===== src/design/grdc_pkg.sv =====
// ----------------------------------------------------------------------------
// grdc_pkg
// Shared types and constants for the grid ray caster.
// ----------------------------------------------------------------------------
package grdc_pkg;

    localparam int CFG_IDX_W  = 3;
    localparam int CFG_DATA_W = 21;
    localparam int DIST_W     = 24;

    localparam logic [CFG_IDX_W-1:0] CFG_POS_X   = 3'd0;
    localparam logic [CFG_IDX_W-1:0] CFG_POS_Y   = 3'd1;
    localparam logic [CFG_IDX_W-1:0] CFG_DIR_X   = 3'd2;
    localparam logic [CFG_IDX_W-1:0] CFG_DIR_Y   = 3'd3;
    localparam logic [CFG_IDX_W-1:0] CFG_PLANE_X = 3'd4;
    localparam logic [CFG_IDX_W-1:0] CFG_PLANE_Y = 3'd5;
    localparam logic [CFG_IDX_W-1:0] CFG_SCR_W   = 3'd6;

    localparam logic [1:0] ST_HIT   = 2'd0;
    localparam logic [1:0] ST_LIMIT = 2'd1;
    localparam logic [1:0] ST_LEFT  = 2'd2;
    localparam logic [1:0] ST_BADC  = 2'd3;

    localparam logic FUNC_WRITE = 1'b0;
    localparam logic FUNC_CAST  = 1'b1;

    localparam logic [DIST_W-1:0] DIST_MAX = {DIST_W{1'b1}};

    // classified command passed from front to back
    typedef struct packed {
        logic        is_cast;
        logic [10:0] column;
        logic [4:0]  cell_row;
        logic [4:0]  cell_col;
        logic [3:0]  cell_value;
    } t_cmd;

endpackage


===== src/design/grdc_front.sv =====
// ----------------------------------------------------------------------------
// grdc_front
// Input stage and two-entry command queue feeding the ray engine.
// ----------------------------------------------------------------------------
module grdc_front (
    input  logic           i_clk,
    input  logic           i_rst_n,
    input  logic           i_valid,
    output logic           o_ready,
    input  logic           i_func,
    input  logic [10:0]    i_column,
    input  logic [4:0]     i_cell_row,
    input  logic [4:0]     i_cell_col,
    input  logic [3:0]     i_cell_value,
    output logic           o_cmd_valid,
    input  logic           i_cmd_ready,
    output grdc_pkg::t_cmd o_cmd
);
    import grdc_pkg::*;

    t_cmd       r_q [2];
    logic       r_wp, r_rp;
    logic [1:0] r_cnt;
    logic       push, pop;
    t_cmd       cmd_in;

    assign cmd_in.is_cast    = (i_func == FUNC_CAST);
    assign cmd_in.column     = i_column;
    assign cmd_in.cell_row   = i_cell_row;
    assign cmd_in.cell_col   = i_cell_col;
    assign cmd_in.cell_value = i_cell_value;

    assign o_ready     = (r_cnt != 2'd2);
    assign push        = i_valid && o_ready;
    assign o_cmd_valid = (r_cnt != 2'd0);
    assign pop         = o_cmd_valid && i_cmd_ready;
    assign o_cmd       = r_q[r_rp];

    always_ff @(posedge i_clk) begin
        if (push) begin
            r_q[r_wp] <= cmd_in;
        end
        if (!i_rst_n) begin
            r_wp  <= 1'b0;
            r_rp  <= 1'b0;
            r_cnt <= 2'd0;
        end else begin
            if (push) r_wp <= ~r_wp;
            if (pop)  r_rp <= ~r_rp;
            r_cnt <= r_cnt + {1'b0, push} - {1'b0, pop};
        end
    end

    assert property (@(posedge i_clk) disable iff (!i_rst_n) r_cnt <= 2'd2)
        else $error("queue overflow");
    assert property (@(posedge i_clk) disable iff (!i_rst_n)
        (r_cnt == 2'd0 && push) |=> o_cmd_valid)
        else $error("pushed word lost");
    assert property (@(posedge i_clk) disable iff (!i_rst_n)
        (r_cnt == 2'd2 && !pop) |=> (r_cnt == 2'd2))
        else $error("full count changed without pop");
endmodule


===== config.mk =====
export PLATFORM = sky130hd
export DESIGN_NAME = grdc_front
export DESIGN_NICKNAME = d
export VERILOG_FILES = /design/src/design/grdc_pkg.sv /design/src/design/grdc_front.sv
export SDC_FILE = /design/constraint.sdc
export NUM_CORES = 1
export LEC_CHECK = 0
export BUFFER_PORTS_ARGS = -buffer_cell sky130_fd_sc_hd__buf_4
export CAP_MARGIN = 20
export CELL_PAD_IN_SITES_DETAIL_PLACEMENT = 0
export CELL_PAD_IN_SITES_GLOBAL_PLACEMENT = 1
export CORE_MARGIN = 3
export CORE_UTILIZATION = 39
export DETAILED_ROUTE_END_ITERATION = 10
export PLACE_DENSITY = 0.83
export REMOVE_ABC_BUFFERS = 1
export SYNTH_ARGS = -nofsm -noshare
export SYNTH_HDL_FRONTEND = slang
export SYNTH_SLANG_ARGS = --single-unit

===== constraint.sdc =====
create_clock -name i_clk -period 2.25 [get_ports i_clk]
set_clock_uncertainty 0.1 [all_clocks]
set_input_delay 0 -clock i_clk [delete_from_list [all_inputs] [get_ports i_clk]]
set_output_delay 0 -clock i_clk [all_outputs]
set_load 0.005 [all_outputs]

==> results.py, run 1 <==
metrics = {
    "clock_tree": {
        "cts_tree": "done",
        "post-cts-setup-buffers": 0,
        "cts_made_buffers": 9,
        "ctsResizeCount": 0,
        "htree_levels": 3,
        "clk_pin_slew_ns": 0.06,
        "cts_hold_buf": 29,
        "clock_latency_ns": 0.32,
        "clockRootBuffer": "clkbuf_8",
        "cts_sinks": 57,
        "cts_buffer_depth": 2,
    },
    "synthesis": {
        "yosys-top-cells-area": "edfxtp_1 70%, mux2_4 14%, dfxtp_1 4.5%",
        "synth_top_cell_by_area": "edfxtp_1",
        "yosysSeqAreaShare_pct": 74.99,
        "postSynthCellCount": 105,
        "ys_seq_elements": 57,
        "ys_warn_count": 0,
        "yosysTopAreaCellShare_pct": 70.47,
        "avgSynthCellArea_um2": 21.10,
        "synth.distinct_cells": 18,
        "synthesis.area_mm2": 0.002216,
    },
    "placed_design": {
        "port_buffers": 57,
        "gp_congestion": 0.6915,
        "pre_cts_slack_ns": 0.4036,
        "hpwl_um": 2556,
    },
    "worst_setup_path": {
        "start_kind": "flip-flop",
        "cp.arrival_ns": 1.96,
        "cpPeakStageDelay_ns": 0.36,
        "critPathMaxFanout": 4,
        "crit_path_end_kind": "flip-flop",
        "slowest_stage": "dfxtp_1",
        "cp_data_required_time_ns": 2.36,
        "crit_buf_inv": 1,
        "path_cells": "nand2b_1 > nand2_1 > ha_1 > inv_1 > ha_1 > xnor2_1 > xnor2_1 > and2_1",
        "critPathKind": "reg2reg",
        "cp_top_family": "adder cells",
    },
    "routing": {
        "viasPerCell": 4.504,
        "initialDrtViolationCount": 67,
        "drc_errors": 0,
        "drt-pass1-iter-count": 4,
        "routed_wl_um": 3914,
        "ant_nets": 0,
        "vias": 1252,
        "wire_per_inst_um": 14.08,
    },
    "pwr": {
        "p_per_area_mw_per_mm2": 987.7,
        "p_leak_nw": 1.265,
        "irDropWorstVdd_mv": 0.7058,
    },
    "sta": {
        "slew_viol_final": 0,
        "layout_setup_ws_ns": 0.4022,
        "hold_violations": 0,
        "maxSlewHeadroom_pct": 71.08,
        "rsz0062_at_grt": "false",
        "period_share_pct": 82.12,
        "tns_ns": 0,
        "period_needed_ns": 1.848,
        "worst_pin_slew_ns": 0.4338,
        "setup_violations": 0,
        "fmax_mhz": 541.2,
    },
    "floorplan": {
        "initial_core_util_pct": 41.79,
        "dieWidth_um": 81.38,
        "core_mm2": 0.005303,
        "row_count": 26,
        "die_h_um": 81.38,
        "pin_count": 58,
        "dieArea_mm2": 0.006622,
    },
    "global_route": {
        "grt_max_degree": 27,
        "grt_pass1_vias": 1328,
        "grt_overflow": 0,
        "grt_pass1_wl_um": 5961,
        "track_usage_pct": 12.70,
        "antenna_found_initial": 0,
    },
    "flow_run": {
        "maxCapViolations": 0,
    },
    "min_path": {
        "hold_class": "in2reg",
    },
    "final_layout": {
        "final_common_cell": "buf_4",
        "layout-drive-gt1-share_pct": 49.04,
        "syn2layout_area_growth_pct": 43.59,
        "num-fill-cells": 396,
        "fin_nets": 235,
        "layout_common_cells": "61 x buf_4, 52 x edfxtp_1, 29 x dlygate4sd3_1, 20 x mux2_4, 9 x clkbuf_8",
        "antenna_cells": 0,
    },
    "status": {
        "status": "finished clean",
    },
}
-- report_power, final --
part / internal (mW) / leakage [nW] / switching [mW]
Clock: 0.498 / 0.0898 / 0.352
Combinational: 0.548 / 0.648 / 0.317
Sequential: 1.34 / 0.528 / 0.0904
-- cell families (layout without fill, tap and decap cells) --
kind of cell | count (synthesis) | count (layout) | share of synthesized area [%]
AOI/OAI and AO/OA | 1 | 1 | 0.3953
DFF | 57 | 57 | 74.99
and+or+nand+nor | 11 | 11 | 2.767
xor gates and xnor gates | 3 | 3 | 1.186
muxes | 27 | 27 | 17.05
adders and majority gates | 2 | 2 | 1.129
buffers and inverters | 4 | 107 | 2.484
-- routing by layer --
| layer | global-route usage, % | up-vias | part of all wire, % |
|---|---|---|---|
| met5 | 0 | - | 0 |
| met4 | 5.912 | 0 | 1.4 |
| met3 | 5.543 | 7 | 7.7 |
| met2 | 21.09 | 54 | 50 |
| met1 | 13.94 | 596 | 41 |
| li1 | - | 595 | - |
-- Yosys cell counts, drive strengths merged --
cell and number:
buf 3, nand2b 2, ha 2, mux2 26
nor2 1, o21a 1, dfxtp 5, edfxtp 52
nand2 2, nor2b 2, and3 1, and2 2
or2 1, mux2i 1, inv 1, xnor2 3
-- state kept, by name (all words and copies together), names as in the netlist, named ones only --
name / flops
r_q: 52
r_wp: 1
r_rp: 1
r_cnt: 2
-- worst reg2reg max path: stages (launching register included) --
cell and delay, ns:
dfxtp_1 0.36, nand2b_1 0.17, nand2_1 0.14, ha_1 0.31, inv_1 0.04, ha_1 0.17, xnor2_1 0.19, xnor2_1 0.10
and2_1 0.16
-- through the flow --
| step | utilization (%) | instance area [um^2] | hold WS (ns) | power [mW] | std cells |
|---|---|---|---|---|---|
| finish | 60.00 | 3182 | 0.2970 | 3.143 | 278 |
| detailed placement | 51.18 | 2714 | 0.08924 | 2.287 | 233 |
| global placement | 51.18 | 2714 | 0.08593 | 2.251 | 233 |
| global route | 60.00 | 3182 | 0.2930 | 3.303 | 278 |
| CTS | 60.00 | 3182 | 0.2825 | 3.189 | 278 |
| floorplan | - | 2165 | -0.001131 | 1.889 | 102 |
-- final cells by class --
type	instances	area [um^2]	area share, %
inverters	1	3.754	0.1180
flip-flops and latches	57	1663	52.26
well taps	70	87.58	2.753
multi-input cells	44	501.7	15.77
clock inverters	5	46.29	1.455
repair buffers	90	748.2	23.52
clock buffers	11	131.4	4.129
-- final timing paths --
check / start / to / slack, ns / depth (start not counted)
max reg2reg: r_cnt[0] / r_cnt[1] / 0.40 / 8
max: r_cnt[0] / r_cnt[1] / 0.40 / 8
min: i_column[7] / r_q[0][21] / 0.30 / 2
min reg2reg: r_wp / r_wp / 0.44 / 2
No activity file was read; power rests on OpenSTA's default activity.
==> inputs of run 2 (changes only) <==
CORE_UTILIZATION = 43   (was 39)
PLACE_DENSITY = 0.86   (was 0.83)
clock period = 1.8 ns   (was 2.25 ns; I/O delays follow)
==> run 2 against run 1 <==
  * Non-clock buffer count rose by 1
  * Die area decreased by 8.6%
  * Register-to-register slack got worse by 0.33 ns
  * Flip-flop and latch count unchanged
  * Core utilization increased by 6.0 points
  * Sequential power increased by 24%
  * Global-route usage up 1.6 points
==> results.py, run 2 (synthesis gave the netlist of run 1 again) <==
metrics = {
    "worst_setup_path": {
        "critPathKind": "reg2reg",
        "slowest_stage": "dfxtp_4",
        "crit_path_end_kind": "flip-flop",
        "cpPeakStageDelay_ns": 0.37,
        "start_kind": "flip-flop",
        "cp.arrival_ns": 1.84,
        "path_cells": "o21a_2 > ha_1 > inv_1 > ha_2 > xnor2_2 > xnor2_1 > and2_1",
        "critPathMaxFanout": 4,
        "cp_data_required_time_ns": 1.91,
    },
    "global_route": {
        "grt_pass1_vias": 1340,
        "antenna_found_initial": 0,
        "grt_max_degree": 20,
        "track_usage_pct": 14.35,
        "grt_overflow": 0,
        "grt_pass1_wl_um": 6313,
    },
    "clock_tree": {
        "cts_sinks": 57,
        "clk_pin_slew_ns": 0.06,
        "cts_tree": "done",
        "cts_made_buffers": 9,
        "clock_latency_ns": 0.32,
        "cts_buffer_depth": 2,
        "htree_levels": 3,
        "clockRootBuffer": "clkbuf_8",
    },
    "floorplan": {
        "dieArea_mm2": 0.006051,
        "core_mm2": 0.004848,
        "initial_core_util_pct": 45.70,
        "die_h_um": 77.79,
        "dieWidth_um": 77.79,
        "pin_count": 58,
        "row_count": 25,
    },
    "placed_design": {
        "port_buffers": 57,
        "hpwl_um": 2597,
        "placedCellCount": 231,
        "gp_congestion": 0.6640,
        "place_area_mm2": 0.002730,
    },
    "routing": {
        "wire_per_inst_um": 14.26,
        "ant_nets": 0,
        "vias": 1259,
        "drt-pass1-iter-count": 4,
        "viasPerCell": 4.562,
        "initialDrtViolationCount": 100,
        "routed_wl_um": 3936,
        "drc_errors": 0,
    },
    "sta": {
        "worst_pin_slew_ns": 0.2713,
        "hold_violations": 0,
        "hold_ws_ns": 0.2954,
        "setup_violations": 0,
        "period_share_pct": 96.11,
        "period_needed_ns": 1.730,
        "maxSlewHeadroom_pct": 81.92,
        "rsz0062_at_grt": "false",
        "fmax_mhz": 578.1,
        "slew_viol_final": 0,
        "tns_ns": 0,
    },
    "status": {
        "status": "finished clean",
    },
    "pwr": {
        "p_leak_nw": 1.270,
        "irDropWorstVdd_mv": 0.7890,
        "power.total_mw": 3.875,
        "p_per_area_mw_per_mm2": 1211,
    },
    "final_layout": {
        "final_common_cell": "buf_4",
        "largest_reg_flops": 52,
        "antenna_cells": 0,
        "top_regs": "r_q: 52 flops, r_cnt: 2 flops",
        "stdcell_count": 276,
        "layout-drive-gt1-share_pct": 52.63,
        "syn2layout_area_growth_pct": 44.38,
        "stdcell_area_mm2": 0.003199,
        "layout_common_cells": "61 x buf_4, 52 x edfxtp_1, 29 x dlygate4sd3_1, 20 x mux2_4, 9 x clkbuf_8",
        "fin_nets": 236,
        "regMostFlops": "r_q",
    },
    "min_path": {
        "hold_class": "in2reg",
    },
    "flow_run": {
        "maxCapViolations": 0,
    },
}
## run 2: where the power goes
part	switching (mW)	internal (mW)	total [mW]	leakage, nW
Clock	0.463	0.482	0.945	0.0819
Combinational	0.423	0.729	1.15	0.660
Sequential	0.0996	1.68	1.78	0.529
Total	0.986	2.89	3.87	1.27
## run 2: repair_timing
action	CTS	global route
hold buffers	29	0
endpoints found under the setup margin	1	1
gates resized for setup	4	3
buffers inserted	0	0
endpoints found under the hold margin	57	0
pin swaps	0	0
## run 2: path summary, 6_finish.rpt
path / from / to / slack [ns] / cells past startpoint
setup / recovery: r_cnt[1] / r_cnt[1] / 0.07 / 7
hold reg to reg: r_wp / r_wp / 0.40 / 2
hold / removal: i_cell_row[2] / r_q[0][11] / 0.30 / 2
setup reg to reg: r_cnt[1] / r_cnt[1] / 0.07 / 7
## run 2: stage by stage
| step | setup slack, ns | util, % |
|---|---|---|
| 2_1_floorplan | -0.4223 | - |
| 3_3_place_gp | 0.1250 | 56.31 |
| 3_5_place_dp | -0.04458 | 56.31 |
| 4_1_cts | 0.01829 | 65.86 |
| 5_1_grt | 0.01449 | 65.99 |
| 6_report | 0.07009 | 65.99 |
## run 2: critical path, delay by kind of cell, from the launching register on
family	cells	cell delay, ns
buf+inv	1	0.04
flops	1	0.37
simple gates	1	0.16
compound gates	1	0.23
fa+ha+maj	2	0.46
xor+xnor	2	0.26
## run 2: layer usage
| layer | routed length (um) | track usage [%] | share of wire (%) |
|---|---|---|---|
| met2 | 1937 | 23.72 | 49 |
| met3 | 290 | 4.872 | 7.4 |
| met5 | 0 | 0 | 0 |
| met1 | 1637 | 15.71 | 42 |
| met4 | 72 | 9.075 | 1.8 |
## run 2: final cells by class
class	count	area [um^2]
Sequential cell	57	1668
Timing Repair Buffer	91	768.2
Inverter	1	3.754
Clock inverter	5	22.52
Fill cell	335	1649
Tap cell	67	83.83
Multi-Input combinational cell	44	521.8
Clock buffer	11	131.4
==> inputs of run 3 (changes only) <==
CELL_PAD_IN_SITES_DETAIL_PLACEMENT = 1   (was 0)
==> run 3 against run 2 <==
  * Sequential share of layout area decreased by 0.50 points
  * Via count up 0.56%
  * Clock power rose by 14%
  * Global-route usage rose by 2.2 points
==> results.py, run 3 (synthesis gave the netlist of run 1 again) <==
metrics = {
    "status": {
        "status": "finished clean",
    },
    "pwr": {
        "irDropWorstVdd_mv": 0.9192,
        "p_leak_nw": 1.281,
        "switchingPower_mw": 1.028,
        "power.share.clock_pct": 26.5,
        "power_frac_seq_pct": 43.8,
        "switching_share_pct": 25.26,
        "internal-power_mw": 3.041,
        "pwr-share-comb_pct": 29.7,
        "p_per_area_mw_per_mm2": 1261,
    },
    "final_layout": {
        "fin_nets": 236,
        "layout_common_cells": "62 x buf_4, 52 x edfxtp_1, 28 x dlygate4sd3_1, 20 x mux2_4, 9 x clkbuf_8",
        "largest_reg_flops": 52,
        "multi_input_area_um2": 531.8,
        "stdcell_area_mm2": 0.003226,
        "top_regs": "r_q: 52 flops, r_cnt: 2 flops",
        "antenna_cells": 0,
        "stdcell_count": 275,
        "layout.area.seq_mm2": 0.001665,
        "final_common_cell": "buf_4",
        "layout-drive-gt1-share_pct": 53.37,
        "regMostFlops": "r_q",
        "syn2layout_area_growth_pct": 45.57,
        "num-fill-cells": 444,
    },
    "clock_tree": {
        "cts_made_buffers": 9,
        "cts_sinks": 57,
        "htree_levels": 3,
        "clk_pin_slew_ns": 0.06,
        "clockRootBuffer": "clkbuf_8",
        "cts_buffer_depth": 2,
        "cts_tree": "done",
        "clock_latency_ns": 0.31,
    },
    "routing": {
        "drc_errors": 0,
        "ant_nets": 0,
        "vias": 1266,
        "initialDrtViolationCount": 79,
        "viasPerCell": 4.604,
        "drt-pass1-iter-count": 4,
        "wire_per_inst_um": 17.34,
        "routed_wl_um": 4768,
    },
    "floorplan": {
        "initial_core_util_pct": 45.70,
        "dieWidth_um": 77.79,
        "die_h_um": 77.79,
        "dieArea_mm2": 0.006051,
        "pin_count": 58,
        "row_count": 25,
        "core_mm2": 0.004848,
    },
    "global_route": {
        "track_usage_pct": 16.57,
        "grt_max_degree": 20,
        "grt_pass1_wl_um": 7410,
        "antenna_found_initial": 0,
        "grt_overflow": 0,
        "grt_pass1_vias": 1472,
    },
    "sta": {
        "slew_viol_final": 0,
        "tns_ns": 0,
        "fmax_mhz": 573.7,
        "hold_violations": 0,
        "setup_violations": 0,
        "maxSlewHeadroom_pct": 81.29,
        "period_needed_ns": 1.743,
        "layout_setup_ws_ns": 0.05680,
        "period_share_pct": 96.84,
        "worst_pin_slew_ns": 0.2807,
    },
    "flow_run": {
        "maxCapViolations": 0,
    },
    "min_path": {
        "hold_class": "in2reg",
        "hold_depth": 4,
    },
    "placed_design": {
        "gp_congestion": 0.6640,
        "port_buffers": 57,
        "placedCellCount": 231,
        "pre_cts_slack_ns": -0.1415,
        "place_area_mm2": 0.002730,
        "hpwl_um": 3094,
    },
    "worst_setup_path": {
        "reg2reg_depth": 7,
        "critPathMaxFanout": 4,
        "critPathKind": "reg2reg",
        "cp_data_required_time_ns": 1.90,
        "start_kind": "flip-flop",
        "crit_path_end_kind": "flip-flop",
        "cp.arrival_ns": 1.85,
    },
}
-- run 3: layout make-up --
| class | count | share of cell area (%) |
|---|---|---|
| repair buffers | 91 | 23.74 |
| multi-input cells | 44 | 16.49 |
| well taps | 67 | 2.599 |
| clock inverters | 5 | 1.474 |
| flip-flops and latches | 57 | 51.63 |
| clock buffers | 10 | 3.957 |
| inverters | 1 | 0.1164 |
-- run 3: worst paths after layout --
check,start,to,slack (ns)
worst max-delay path,r_cnt[1],r_cnt[1],0.06
worst min-delay path,i_cmd_ready,flip-flop,0.07
worst max register to register,r_cnt[1],r_cnt[1],0.06
worst min register to register,r_wp,r_wp,0.42
-- run 3: per-layer routing --
| metal | wire (um) | GRT usage [%] | up-vias |
|---|---|---|---|
| met5 | 0 | 0 | - |
| met4 | 14 | 5.872 | 0 |
| met3 | 265 | 5.336 | 2 |
| met2 | 2631 | 30.31 | 41 |
| met1 | 1857 | 17.72 | 626 |
| li1 | - | - | 597 |
-- run 3: stage by stage --
stage               power [mW]  hold slack (ns)  utilization (%)
floorplan                2.361        -0.001131                -
CTS                      4.093          0.01798            66.12
detailed placement       2.911          0.08902            56.31
global route             4.287           0.1005            66.53
finish                   4.069          0.07040            66.53
global placement         2.835          0.08568            56.31
-- run 3: power by group through the flow --
stage / Sequential [mW] / Combinational [mW] / Clock, mW
after detailed placement: 1.80 / 1.11 / 0
after CTS: 1.79 / 1.20 / 1.11
after global routing: 1.80 / 1.31 / 1.18
after floorplan: 1.82 / 0.544 / 0
after global placement: 1.78 / 1.06 / 0
final: 1.78 / 1.21 / 1.08
-- run 3: timing repair --
action                                  CTS  global route
endpoints found under the setup margin    1             1
resized for setup                         5             1
setup buffers                             0             1
hold buffers                             28             0
endpoints found under the hold margin    57             0
-- run 3: worst max-delay path, cell delays in order (launching register included) --
cell and delay (ns):
dfxtp_2 0.36, o21a_2 0.26, ha_4 0.27, inv_1 0.04, ha_1 0.20, xnor2_2 0.14
xnor2_1 0.13, and2_1 0.15
